File: config.mk
export PLATFORM = sky130hd
export DESIGN_NAME = svm_mix_acc
export DESIGN_NICKNAME = d
export VERILOG_FILES = /design/src/rtl/core/svm_pkg.sv /design/src/rtl/core/svm_mix_acc.sv
export SDC_FILE = /design/constraint.sdc
export NUM_CORES = 1
export LEC_CHECK = 0
export CORE_AREA = 4 4 66 68
export DETAILED_ROUTE_END_ITERATION = 12
export DIE_AREA = 0 0 70 72
export DONT_BUFFER_PORTS = 1
export PLACE_DENSITY = 0.66
export SETUP_SLACK_MARGIN = 0.4
export SLEW_MARGIN = 25
export SYNTH_ARGS = -nofsm -noshare
export SYNTH_HDL_FRONTEND = slang
export SYNTH_SLANG_ARGS = --single-unit
File: constraint.sdc
create_clock -name clock -period 2.6 [get_ports clock]
set_input_delay 0.39 -clock clock [delete_from_list [all_inputs] [get_ports clock]]
set_output_delay 0.39 -clock clock [all_outputs]
set_load 0.02 [all_outputs]
File: src/rtl/core/svm_pkg.sv
// shared types, constants and helpers of the sample voice mixer
`default_nettype none

package svm_pkg;

   localparam int SAMPLE_WORDS_DEF = 65536;
   localparam int MAX_VOICES_DEF   = 16;
   localparam int ADDR_MAX_W       = 20;

   localparam logic [15:0] MIX_START     = 16'h8000;
   localparam logic [15:0] MIX_CEIL      = 16'hFFFF;
   localparam logic [7:0]  FRAME_HI_IDLE = 8'h80;
   localparam logic [7:0]  FRAME_LO_IDLE = 8'hC0;
   localparam logic [1:0]  FRAME_HI_MARK = 2'b10;
   localparam logic [1:0]  FRAME_LO_MARK = 2'b11;

   typedef enum logic [1:0] {
      CMD_LOAD  = 2'd0,
      CMD_START = 2'd1,
      CMD_STOP  = 2'd2,
      CMD_TICK  = 2'd3
   } cmd_type;

   typedef struct packed {
      logic init;
      logic add;
   } mix_ctl_type;

   // reduce a 16-bit address modulo the memory size, at least 1024 words
   function automatic logic [ADDR_MAX_W-1:0] wrap_addr(input logic [15:0] a,
                                                      input logic [25:0] words);
      logic [25:0] x;
      x = {10'b0, a};
      for (int k = 5; k >= 0; k--) begin
         if (x >= (words << k)) begin
            x = x - (words << k);
         end
      end
      return x[ADDR_MAX_W-1:0];
   endfunction

endpackage

`default_nettype wire

File: src/rtl/core/svm_mix_acc.sv
// mix accumulator: saturating add of one voice sample per cycle while add is set, output framing
`default_nettype none

module svm_mix_acc
   import svm_pkg::*;
(
   input  wire logic               clock,
   input  wire mix_ctl_type        ctl,
   input  wire logic signed [15:0] sample,
   output logic [15:0]             mixed_word,
   output logic [7:0]              frame_high,
   output logic [7:0]              frame_low
);

   logic [15:0]        sum_ff;
   logic [15:0]        sum_in;
   logic signed [17:0] total;

   always_comb begin
      total  = $signed({2'b00, sum_ff}) + 18'(sample);
      sum_in = sum_ff;
      if (ctl.init) begin
         sum_in = MIX_START;
      end else if (ctl.add) begin
         if (total[17]) begin
            sum_in = '0;
         end else if (total[16]) begin
            sum_in = MIX_CEIL;
         end else begin
            sum_in = total[15:0];
         end
      end
   end

   always_ff @(posedge clock) begin
      sum_ff <= sum_in;
   end

   // 12-bit value split into two six-bit halves
   assign mixed_word = {sum_ff[15:4], 4'b0000};
   assign frame_high = {FRAME_HI_MARK, sum_ff[15:10]};
   assign frame_low  = {FRAME_LO_MARK, sum_ff[9:4]};

endmodule

`default_nettype wire

# Word-level counts from Yosys, hierarchy flattened
# Cells that the tools add are included.
[word_totals]
ff_bits = 16
output_inout_bits = 32
word_cells = 4
[classes]
addsub = 1
mux = 2
[ops]
columns = ["op", "count"]
rows = [
  ["$mux 16", 2],
  ["$add 17x16->18", 1],
]

# Depth between registers and ports, before layout
[logic_depth]
word_depth = 3
depth_mapped = 10
depth_no_buf = 9

# Worst setup path after synthesis
# Ideal clock, no wire load.
[synth_timing]
kind = "input to register"
startpoint = "input port sample[0]"
endpoint = "register sum_ff[14]"
t_arrival_ns = 2.439
t_required_ns = 2.458
setup_slack_ns = 0.019
path_stages = 10
n_path_buf = 1
cell_sequence = "ha_1 fa_1 a211oi_1 o21a_4 a211oi_4 o41ai_2 a311oi_4 buf_6 o21ai_2 a21oi_2"
[synth_via]
elab_chain_len = 3
[synth_rtl]
columns = ["element", "line", "rtl"]
rows = [
  ["start: declaration", "svm_mix_acc.sv:9", "input wire logic signed [15:0] sample,"],
  ["$add 17x16->18 *", "svm_mix_acc.sv:20", "total = $signed({2'b00, sum_ff}) + 18'(sample);"],
  ["$mux 16", "svm_mix_acc.sv:27", "end else if (total[16]) begin"],
  ["$mux 16 *", "svm_mix_acc.sv:25", "if (total[17]) begin"],
  ["end signal: assignment", "svm_mix_acc.sv:36", "sum_ff <= sum_in;"],
  ["end: declaration", "svm_mix_acc.sv:15", "logic [15:0] sum_ff;"],
]
# Mark *: on every way between the ends. The rest lies on a longest branch, timed or not.
# A chain may end at the register's enable or synchronous reset.

# Final worst setup path
[layout_timing]
startpoint = "register sum_ff[15]"
endpoint = "register sum_ff[4]"
[layout_via]
elab_chain_len = 3
[layout_rtl]
columns = ["element", "line"]
rows = [
  ["$add 17x16->18 *", "svm_mix_acc.sv:20"],
  ["$mux 16", "svm_mix_acc.sv:27"],
  ["$mux 16 *", "svm_mix_acc.sv:25"],
]
# Marked as above.

==> results.md <==
* Synth top area share at 17.4%
* Async set-reset flop share out of synthesis at 0%
* Via density at 5.47
* CTS sink count at 16
* Total GRT Usage at 17.1%
* Switch share at a little over two fifths
* Largest register FFs at 16
* Vias in the first global route at between 1500 and 2000
* Max-cap violations at 0
* Top-count cell post-synth: buf_4
* Core area at a little under 4000 um2
* Seq/Total Area, Yosys at about 17%
* Final Hold Fails at 0
* Clock Skew at ~0.0078 ns
* TritonCTS buffer count at 3
* Pre-CTS WS at 0.0213 ns
* Worst Path Required at approximately 2.8 ns
* Count of cell types in the netlist at 47
* Int Pwr at 0.000720 W
* Number of remaining DRC errors at 0
* Cell taking the most area after synthesis: dfxtp_1
* Leakage at 0.878 nW
* Worst setup margin at ~0.11 ns
* Post-DP Area at 1890 um2
* Fin Hold WS at between 0.15 and 0.2 ns
* Setup-failing EPs final at 0
* Worst Setup End Kind: flop
* Placer Congestion at 0.947
* Top Registers: sum_ff x16
* Combinational power share at 57.2%
* Row Count at 23
* Starting density of the core at 47.7%
* CP Data Arrival Time at roughly 2.7 ns
* Fin nets at ~280
* DRT iter0 DRCs at 81
* Seq cells post-synth at 16
* Post-DRT Antenna Nets at 0
* P per Cell Area at 554 nW/um2
* Post-layout util at about three fifths
* Die height at 72 um
* Peak VDD IR at 300 uV
* Number of flops mapped to enable cells by yosys at 0
* CP Class: flop to flop
* First-pass DRT Iterations at 4
* First-pass GRT wire length at 7160 um
* DIE AREA at ~5000 um2
* Number of warnings issued by yosys at 0
* Final HPWL DP at between 3000 and 4000 um
* Largest net degree at the start of global routing at 17
* Worst-Skew Late Latency at about 0.26 ns
* Min-Delay Path Class: primary input to flop
* Clock power share at between 10% and 20%
* Fmax at 402 MHz
* Final period util at roughly 96%
* Element type at the critical path start: flop
* Min cycle time layout at between 2 and 2.5 ns
* Critical Path Fanout Max at 5
* Share of cells above drive strength 1 at between 40% and 50%
* Status: complete, no violations
* R2R setup slack at between 0.1 and 0.15 ns
* Setup TNS at 0 ns
* Root buf cell: clkbuf_8
* H-tree depth at 1
* Post-synthesis cell count at 225
* RSZ-0062 raised after global routing: yes
* Layout fillers at 343
* Die W at approximately 70 um
* Top cells by count, synth: buf_4, nand2_1, a21oi_1, ha_1, dfxtp_1
* Io pins at 51
* Net Switching at 0.000519 W
* Antenna cells at 0
* Port bufs at 0
* Wirelength, routed at ~4700 um
* WL/cell at around 16 um
* Mapped cell area at roughly 1800 um2
* Main flop type after synthesis: dfxtp_1
* Avg Cell Area, Syn at roughly 8 um2
* Max Slew Vio Count at 0
* Top post-synthesis cells by area: dfxtp_1, buf_4, ha_1
* Vias at ~1600
* Initial antenna violation count at 0
* Layout Area Growth over Synthesis at 21.6%
* Final instance area at around 2200 um2
* Worst-path clk slew at 0.08 ns
* CTS tree: built
* Largest Register: sum_ff
* Seq pwr share at between 20% and 30%
* Global route overflow at 0
* Clk buf depth at 2
==> worst paths after layout <==
check	startpoint	endpoint	depth (start not counted)
worst max-delay path	sum_ff[15]	sum_ff[4]	12
worst min-delay path	ctl[1]	sum_ff[4]	1
worst max register to register	sum_ff[15]	sum_ff[4]	12
worst min register to register	sum_ff[0]	sum_ff[0]	2
==> metrics by stage <==
| step | total power [W] | instances |
|---|---|---|
| after floorplan | 0.000796 | 231 |
| after global placement | 0.000859 | 272 |
| after detailed placement | 0.000860 | 272 |
| after CTS | 0.00115 | 283 |
| after global routing | 0.00131 | 290 |
| final | 0.00124 | 290 |
==> cell type report <==
type / count / area, um2 / area share (%)
multi-input combinational: 173 / 1450 / 64.9
timing repair buffer: 42 / 327 / 14.6
sequential: 16 / 323 / 14.4
tap: 50 / 62.6 / 2.79
clock buffer: 4 / 55.1 / 2.46
inverter: 5 / 18.8 / 0.838
==> routing by layer <==
| layer | share of wire (%) | track usage, % | up-vias | wire (um) |
|---|---|---|---|---|
| met2 | 50 | 29.5 | 37 | 2330 |
| met5 | 0 | 0 | - | 0 |
| met1 | 44 | 22.1 | 735 | 2060 |
| met3 | 5.1 | 3.46 | 6 | 237 |
| met4 | 1.2 | 4.04 | 0 | 55 |
| li1 | - | - | 808 | - |
==> cell families after synthesis <==
logic type                 after synthesis  synth area share [%]
buffers and inverters                   43                  16.0
and+or+nand+nor                         56                  15.7
AOI/OAI and AO/OA                       77                  31.4
adders and majority gates               18                  12.6
DFF                                     16                  17.4
xor gates and xnor gates                12                  5.71
muxes                                    1                 0.748
other                                    2                 0.408
==> worst max-delay path, stage by stage (launching register included) <==
cell      delay (ns)
dfxtp_1         0.34
inv_1           0.04
ha_1            0.38
nand2b_1        0.23
o221ai_4        0.23
or3_4           0.19
o41ai_4         0.06
buf_4           0.16
a311oi_4        0.32
buf_4           0.18
buf_6           0.12
o21ai_2         0.06
a21oi_2         0.11
==> power by group through the flow <==
stage | Clock (W) | Sequential [W] | Combinational, W
after floorplan | 0 | 0.000301 | 0.000495
after global placement | 0 | 0.000295 | 0.000564
after detailed placement | 0 | 0.000295 | 0.000565
after CTS | 0.000239 | 0.000292 | 0.000617
after global routing | 0.000251 | 0.000296 | 0.000767
final | 0.000237 | 0.000293 | 0.000709
==> timing repair <==
item                       in CTS  in global routing
setup endpoints to repair      16                 16
buffers inserted                5                  7
gates resized for setup        13                 23
hold buffers                    0                  0
gates cloned                    2                  0
pin swaps                       8                  6
==> placed cells by master (no fill, tap or decap), types with 4 or more instances in the layout <==
cell,Yosys,layout
ha_1,17,10
conb_1,2,8
clkbuf_8,0,4
ha_4,0,4
nand3_1,5,5
a211oi_1,8,4
nand2b_1,4,4
buf_4,33,39
o21ai_1,1,4
xnor2_1,9,9
o21ai_0,8,4
a21oi_2,10,14
o21ai_2,11,10
a21oi_1,23,19
nand2_1,24,24
inv_1,4,4
nor2_1,5,5
dfxtp_1,16,14
No activity file was read; power rests on OpenSTA's default activity.
