`src/rtl/core/svm_pkg.sv`:
```
// shared types, constants and helpers of the sample voice mixer
`default_nettype none

package svm_pkg;

   localparam int SAMPLE_WORDS_DEF = 65536;
   localparam int MAX_VOICES_DEF   = 16;
   localparam int ADDR_MAX_W       = 20;

   localparam logic [15:0] MIX_START     = 16'h8000;
   localparam logic [15:0] MIX_CEIL      = 16'hFFFF;
   localparam logic [7:0]  FRAME_HI_IDLE = 8'h80;
   localparam logic [7:0]  FRAME_LO_IDLE = 8'hC0;
   localparam logic [1:0]  FRAME_HI_MARK = 2'b10;
   localparam logic [1:0]  FRAME_LO_MARK = 2'b11;

   typedef enum logic [1:0] {
      CMD_LOAD  = 2'd0,
      CMD_START = 2'd1,
      CMD_STOP  = 2'd2,
      CMD_TICK  = 2'd3
   } cmd_type;

   typedef struct packed {
      logic init;
      logic add;
   } mix_ctl_type;

   // reduce a 16-bit address modulo the memory size, at least 1024 words
   function automatic logic [ADDR_MAX_W-1:0] wrap_addr(input logic [15:0] a,
                                                      input logic [25:0] words);
      logic [25:0] x;
      x = {10'b0, a};
      for (int k = 5; k >= 0; k--) begin
         if (x >= (words << k)) begin
            x = x - (words << k);
         end
      end
      return x[ADDR_MAX_W-1:0];
   endfunction

endpackage

`default_nettype wire

```
`src/rtl/core/svm_voice_list.sv`:
```
// voice list entries: one read index, one write index per cycle
`default_nettype none

module svm_voice_list
   import svm_pkg::*;
#(
   parameter int MAX_VOICES = MAX_VOICES_DEF,
   parameter int AW         = 16,
   parameter int IW         = (MAX_VOICES > 1) ? $clog2(MAX_VOICES) : 1
) (
   input  wire logic            clock,
   input  wire logic [IW-1:0]   rd_idx,
   output logic [AW-1:0]        rd_addr,
   output logic [16:0]          rd_span,
   output logic [16:0]          rd_pos,
   output logic [15:0]          rd_tag,
   input  wire logic            wr_en,
   input  wire logic [IW-1:0]   wr_idx,
   input  wire logic [AW-1:0]   wr_addr,
   input  wire logic [16:0]     wr_span,
   input  wire logic [16:0]     wr_pos,
   input  wire logic [15:0]     wr_tag
);

   // addr holds the current read address of the voice, already wrapped
   logic [AW-1:0] addr_ff [MAX_VOICES];
   logic [16:0]   span_ff [MAX_VOICES];
   logic [16:0]   pos_ff  [MAX_VOICES];
   logic [15:0]   tag_ff  [MAX_VOICES];

   assign rd_addr = addr_ff[rd_idx];
   assign rd_span = span_ff[rd_idx];
   assign rd_pos  = pos_ff[rd_idx];
   assign rd_tag  = tag_ff[rd_idx];

   always_ff @(posedge clock) begin
      if (wr_en) begin
         addr_ff[wr_idx] <= wr_addr;
         span_ff[wr_idx] <= wr_span;
         pos_ff[wr_idx]  <= wr_pos;
         tag_ff[wr_idx]  <= wr_tag;
      end
   end

endmodule

`default_nettype wire

```
`config.mk`:
```
export PLATFORM = sky130hd
export DESIGN_NAME = svm_voice_list
export DESIGN_NICKNAME = d
export VERILOG_FILES = /design/src/rtl/core/svm_pkg.sv /design/src/rtl/core/svm_voice_list.sv
export SDC_FILE = /design/constraint.sdc
export NUM_CORES = 1
export LEC_CHECK = 0
export ABC_CLOCK_PERIOD_IN_PS = 7700
export BUFFER_PORTS_ARGS = -buffer_cell sky130_fd_sc_hd__buf_2
export CORE_ASPECT_RATIO = 0.7
export CORE_MARGIN = 5
export CORE_UTILIZATION = 35
export CTS_BUF_LIST = sky130_fd_sc_hd__clkbuf_2 sky130_fd_sc_hd__clkbuf_4 sky130_fd_sc_hd__clkbuf_8
export CTS_CLUSTER_DIAMETER = 150
export DETAILED_ROUTE_END_ITERATION = 12
export PLACE_DENSITY = 0.46
export SYNTH_ARGS = -nofsm -noshare
export SYNTH_HDL_FRONTEND = slang
export SYNTH_SLANG_ARGS = --single-unit
```
`constraint.sdc`:
```
create_clock -name clock -period 7.7 [get_ports clock]
set_clock_uncertainty 0.15 [all_clocks]
set_input_delay 0.77 -clock clock [delete_from_list [all_inputs] [get_ports clock]]
set_output_delay 0.77 -clock clock [all_outputs]
set_load 0.02 [all_outputs]
```
# Word level (Yosys, flattened, before mapping)

Memory sizes are Yosys's and may differ from the RTL's.
Index checks and enable logic that the tools add are counted.

ROM bits: 0
Memories kept: 4
Register bits: 0
Output and inout bits: 66
Memory bits (writable): 1056
Latch bits: 0
Word-level logic and storage cells: 6

Memory list:

| memory  | depth | width | rd ports | clocked after Yosys merged registers in | write ports | line                 | source |
|---|---|---|---|---|---|---|---|
| pos_ff  | 16    | 17    | 1        | 0                                       | 1           | svm_voice_list.sv:28 | `logic [16:0] pos_ff [MAX_VOICES];` |
| span_ff | 16    | 17    | 1        | 0                                       | 1           | svm_voice_list.sv:27 | `logic [16:0] span_ff [MAX_VOICES];` |
| addr_ff | 16    | 16    | 1        | 0                                       | 1           | svm_voice_list.sv:26 | `logic [AW-1:0] addr_ff [MAX_VOICES];` |
| tag_ff  | 16    | 16    | 1        | 0                                       | 1           | svm_voice_list.sv:29 | `logic [15:0] tag_ff [MAX_VOICES];` |

Multipliers: 0
Order comparisons: 0
Divide/modulo/power cells: 0
Shifts and indexed selects: 0
Eq/ne operators: 0
Bitwise gates (word level): 0
Add/sub/neg operators: 0
Reductions and logical operators: 0
Mux-type cells: 2

Operators by type and width:

| kind   | count |
|---|---|
| $mux 1 | 2 |

# Depth between registers and ports, before layout

Depth after elaboration: 2
Mapped depth: 6
Gate-level depth less buffers: 3

# Least setup slack after synthesis

OpenSTA, ideal clock, no wires.

Path type: input -> register
Start: in wr_idx[3]
End: mem addr_ff[0][0], enable pin
Stages on the path: 2
Arrival time: 5.767 ns
Slack: 1.211 ns
Required time: 6.978 ns
Cell sequence: or3b_2 -> nor3_1

RTL lines:

| item               | line                 | source |
|---|---|---|
| start: declaration | svm_voice_list.sv:18 | `input wire logic [IW-1:0] wr_idx,` |
| end: declaration   | svm_voice_list.sv:26 |  |

No word-level cell before the write port.

# Worst setup path after layout

Start: in rd_idx[0]
End: out rd_span[15]

Word-level cells in the longest chain between the ends: 1

RTL lines:

| item               | line                 | source |
|---|---|---|
| start: declaration | svm_voice_list.sv:12 | `input wire logic [IW-1:0] rd_idx,` |
| $mem_v2 16x17      | -                    |  |
| end: declaration   | svm_voice_list.sv:14 | `output logic [16:0] rd_span,` |

Every way passes these cells.

==> run_results.csv <==
group,metric,value,unit
placement,place_worst_setup_slack,3240,ps
route,drt_wl_total,100000,µm
clocking,maximum_level_of_the_cts_h_tree,4,
clocking,cts_hold_repair.buffers,0,
critical_path,timing.setup.critical_path_class,"in -> out",
timing,final.min_clock_period,4320,ps
synth,post_synth.cell_area_avg,24.2,µm²
timing,rsz0062_at_grt,"false",
clocking,max-clock-path-buffers,3,
timing,finalSetupViolCount,0,
synth,synth-seq-cells,1056,
synth,synth_seq_area_share,0.803,
cells_and_area,finish.cell_count_without_fillers,3541,
global_route,antenna_found_initial,17,
clocking,cts_root_buffer,"clkbuf_8",
run,max_cap_viol_count,0,
clocking,clock_sinks,1056,
clocking,cts_inserted_buffers,161,
route,first_iter_violations,1444,
route,detail_route.vias_per_cell,5.15,
route,route.antenna.remaining_nets,0,
critical_path,cp_data_required_time,6780,ps
hold_path,hold_path.class,"in -> reg",
placement,placement_stage_cell_area,42200,µm²
route,route.met3.wl,4780,µm
synth,synth.yosys.warnings,0,
critical_path,critical_path_arrival,3400,ps
timing,worst_setup_slack_final,3380,ps
timing,final_min_period_over_clock_period,0.562,
cells_and_area,fillerInstances,10065,
route,drc_errors,0,
timing,tightest_slew,1110,ps
critical_path,endpoint_kind,"output port",
synth,async_reset_ff_frac,0,
synth,post_synth_num_cell_types,17,
synth,syn-instance-count,1632,
floorplanning,core-area,112000,µm²
critical_path,critical_path_peak_fanout,58,
route,drt_pre_antenna_iters,5,
global_route,grt.overflow.total,0,
clocking,post_cts.repair.setup_buffers,0,
timing,achievable-frequency,0.231,GHz
timing,finalSetupTns,0,ps
clocking,cts_resized,0,
floorplanning,die_width,411,µm
route,routed-via-count,18250,
synth,count_of_flip_flops_with_a_built_in_enable_after_synthesis,1056,
synth,syn_nets,1708,
cells_and_area,design_area,45200,µm²
placement,post-place-cells,3255,
global_route,wire_length_of_the_first_global_routing_pass,143000,µm
status,outcome,"complete, no violations",
route,dr_wl_met2,49700,µm
clocking,clk_transition_reported_paths,60,ps
global_route,grt_max_degree,103,
clocking,tritoncts,"yes",
route,top_layer,"met5",
power,vdd_ir_drop_max,0.143,mV
timing,timing.final.hold_violations,0,
cells_and_area,finish.net_count,1972,
timing,final.hold.worst_slack,177,ps
floorplanning,chipHeight,291,µm
route,wire_length_per_cell_after_detailed_routing,28.3,µm
floorplanning,initial_core_util,0.351,
cells_and_area,synthesis_to_layout_area_growth,14.4,%
floorplanning,rows,103,
global_route,total_routing_usage_reported_by_global_routing,0.167,
global_route,first_global_vias,19661,
floorplanning,design.portCount,142,
synth,synth_area,39500,µm²
placement,gp_congestion,0.682,
timing,relative_slew_margins,0.259,
placement,port_buffers,141,
floorplanning,total_die_area,120000,µm²
synth,synth_ff_type,"edfxtp_1",
placement,hpwl_dp,46700,µm
timing,slew_viol_final,0,
power,leak_pwr,14.2,nW
cells_and_area,final_layout_size_suffix_gt1_frac,0.357,
power,power.density,255,nW/µm²
route,drt-met1-wl,43600,µm
critical_path,setup.worst_path.start_class,"primary input",
-- routing by layer --
layer  GRT usage  vias up
met1       0.226    10003
met2       0.277      481
met3      0.0302      145
met5           0        -
met4      0.0490        6
li1            -     7615
-- through the flow --
stage | power [mW] | utilization
2_1_floorplan | 6.97 | -
3_3_place_gp | 7.24 | 0.375
3_5_place_dp | 7.26 | 0.375
4_1_cts | 11.7 | 0.402
5_1_grt | 12.0 | 0.402
6_report | 11.5 | 0.402
-- cells in the final DEF (no fill, tap or decap) --
master / instances
and2_4: 1
or3b_2: 1
nor2_4: 13
clkinv_2: 8
nor3_2: 4
a22oi_1: 132
inv_8: 1
inv_6: 3
clkbuf_4: 61
buf_4: 45
nand2_1: 67
clkbuf_8: 164
mux4_2: 264
nor2b_4: 2
clkinvlp_4: 8
nand3_1: 1
diode_2: 5
clkinv_1: 36
nand3b_1: 2
nand2b_1: 2
buf_2: 139
edfxtp_1: 1056
buf_12: 2
buf_8: 2
-- area by class of cell --
type / count / area [µm²] / share of cell area
repair buffers: 188 / 1100 / 0.0244
clock inverters: 56 / 273 / 0.00604
clock buffers: 225 / 2720 / 0.0601
multi-input cells: 489 / 7450 / 0.165
well taps: 1522 / 1900 / 0.0422
diodes: 5 / 12.5 / 0.000277
flip-flops and latches: 1056 / 31700 / 0.702
-- critical path: stages --
cell	delay [ps]
buf_8	530
buf_4	830
mux4_2	610
a22oi_1	200
nand2_1	180
buf_2	200
-- Yosys cell counts (all sizes together) (2+ instances only) --
cell / count / area [µm²]
edfxtp: 1056 / 31700
nand2: 67 / 251
nand3b: 2 / 15.0
nor2: 13 / 48.8
mux4: 264 / 5950
nor2b: 2 / 12.5
a22oi: 132 / 991
buf: 46 / 305
clkbuf: 41 / 154
nand2b: 2 / 12.5
nor3: 4 / 20.0
-- kinds of logic (layout without fill, tap and decap cells) --
family          Yosys count  after routing  synth area share
compound gates          132            132            0.0251
buf+inv                  87            469            0.0116
flops                  1056           1056             0.803
mux                     264            264             0.151
other cells               0              5                 0
simple gates             93             93           0.00963
-- where the power goes --
part	switching (mW)	internal [mW]	leakage, nW
Clock	2.12	2.27	1.57
Combinational	0.411	0.236	3.11
Sequential	0.0233	6.45	9.54
Total	2.55	8.95	14.2
-- sequential cells by signal (all words and copies together) (netlist names) --
name / count
pos_ff: 272
span_ff: 272
tag_ff: 256
addr_ff: 256
-- final timing paths --
kind / startpoint / end / slack, ps / cells past startpoint
setup / recovery: rd_idx[0] / rd_span[15] / 3380 / 6
hold / removal: wr_tag[1] / tag_ff[3][1] / 180 / 1
Note: power is estimated with default switching activity, not from simulation.
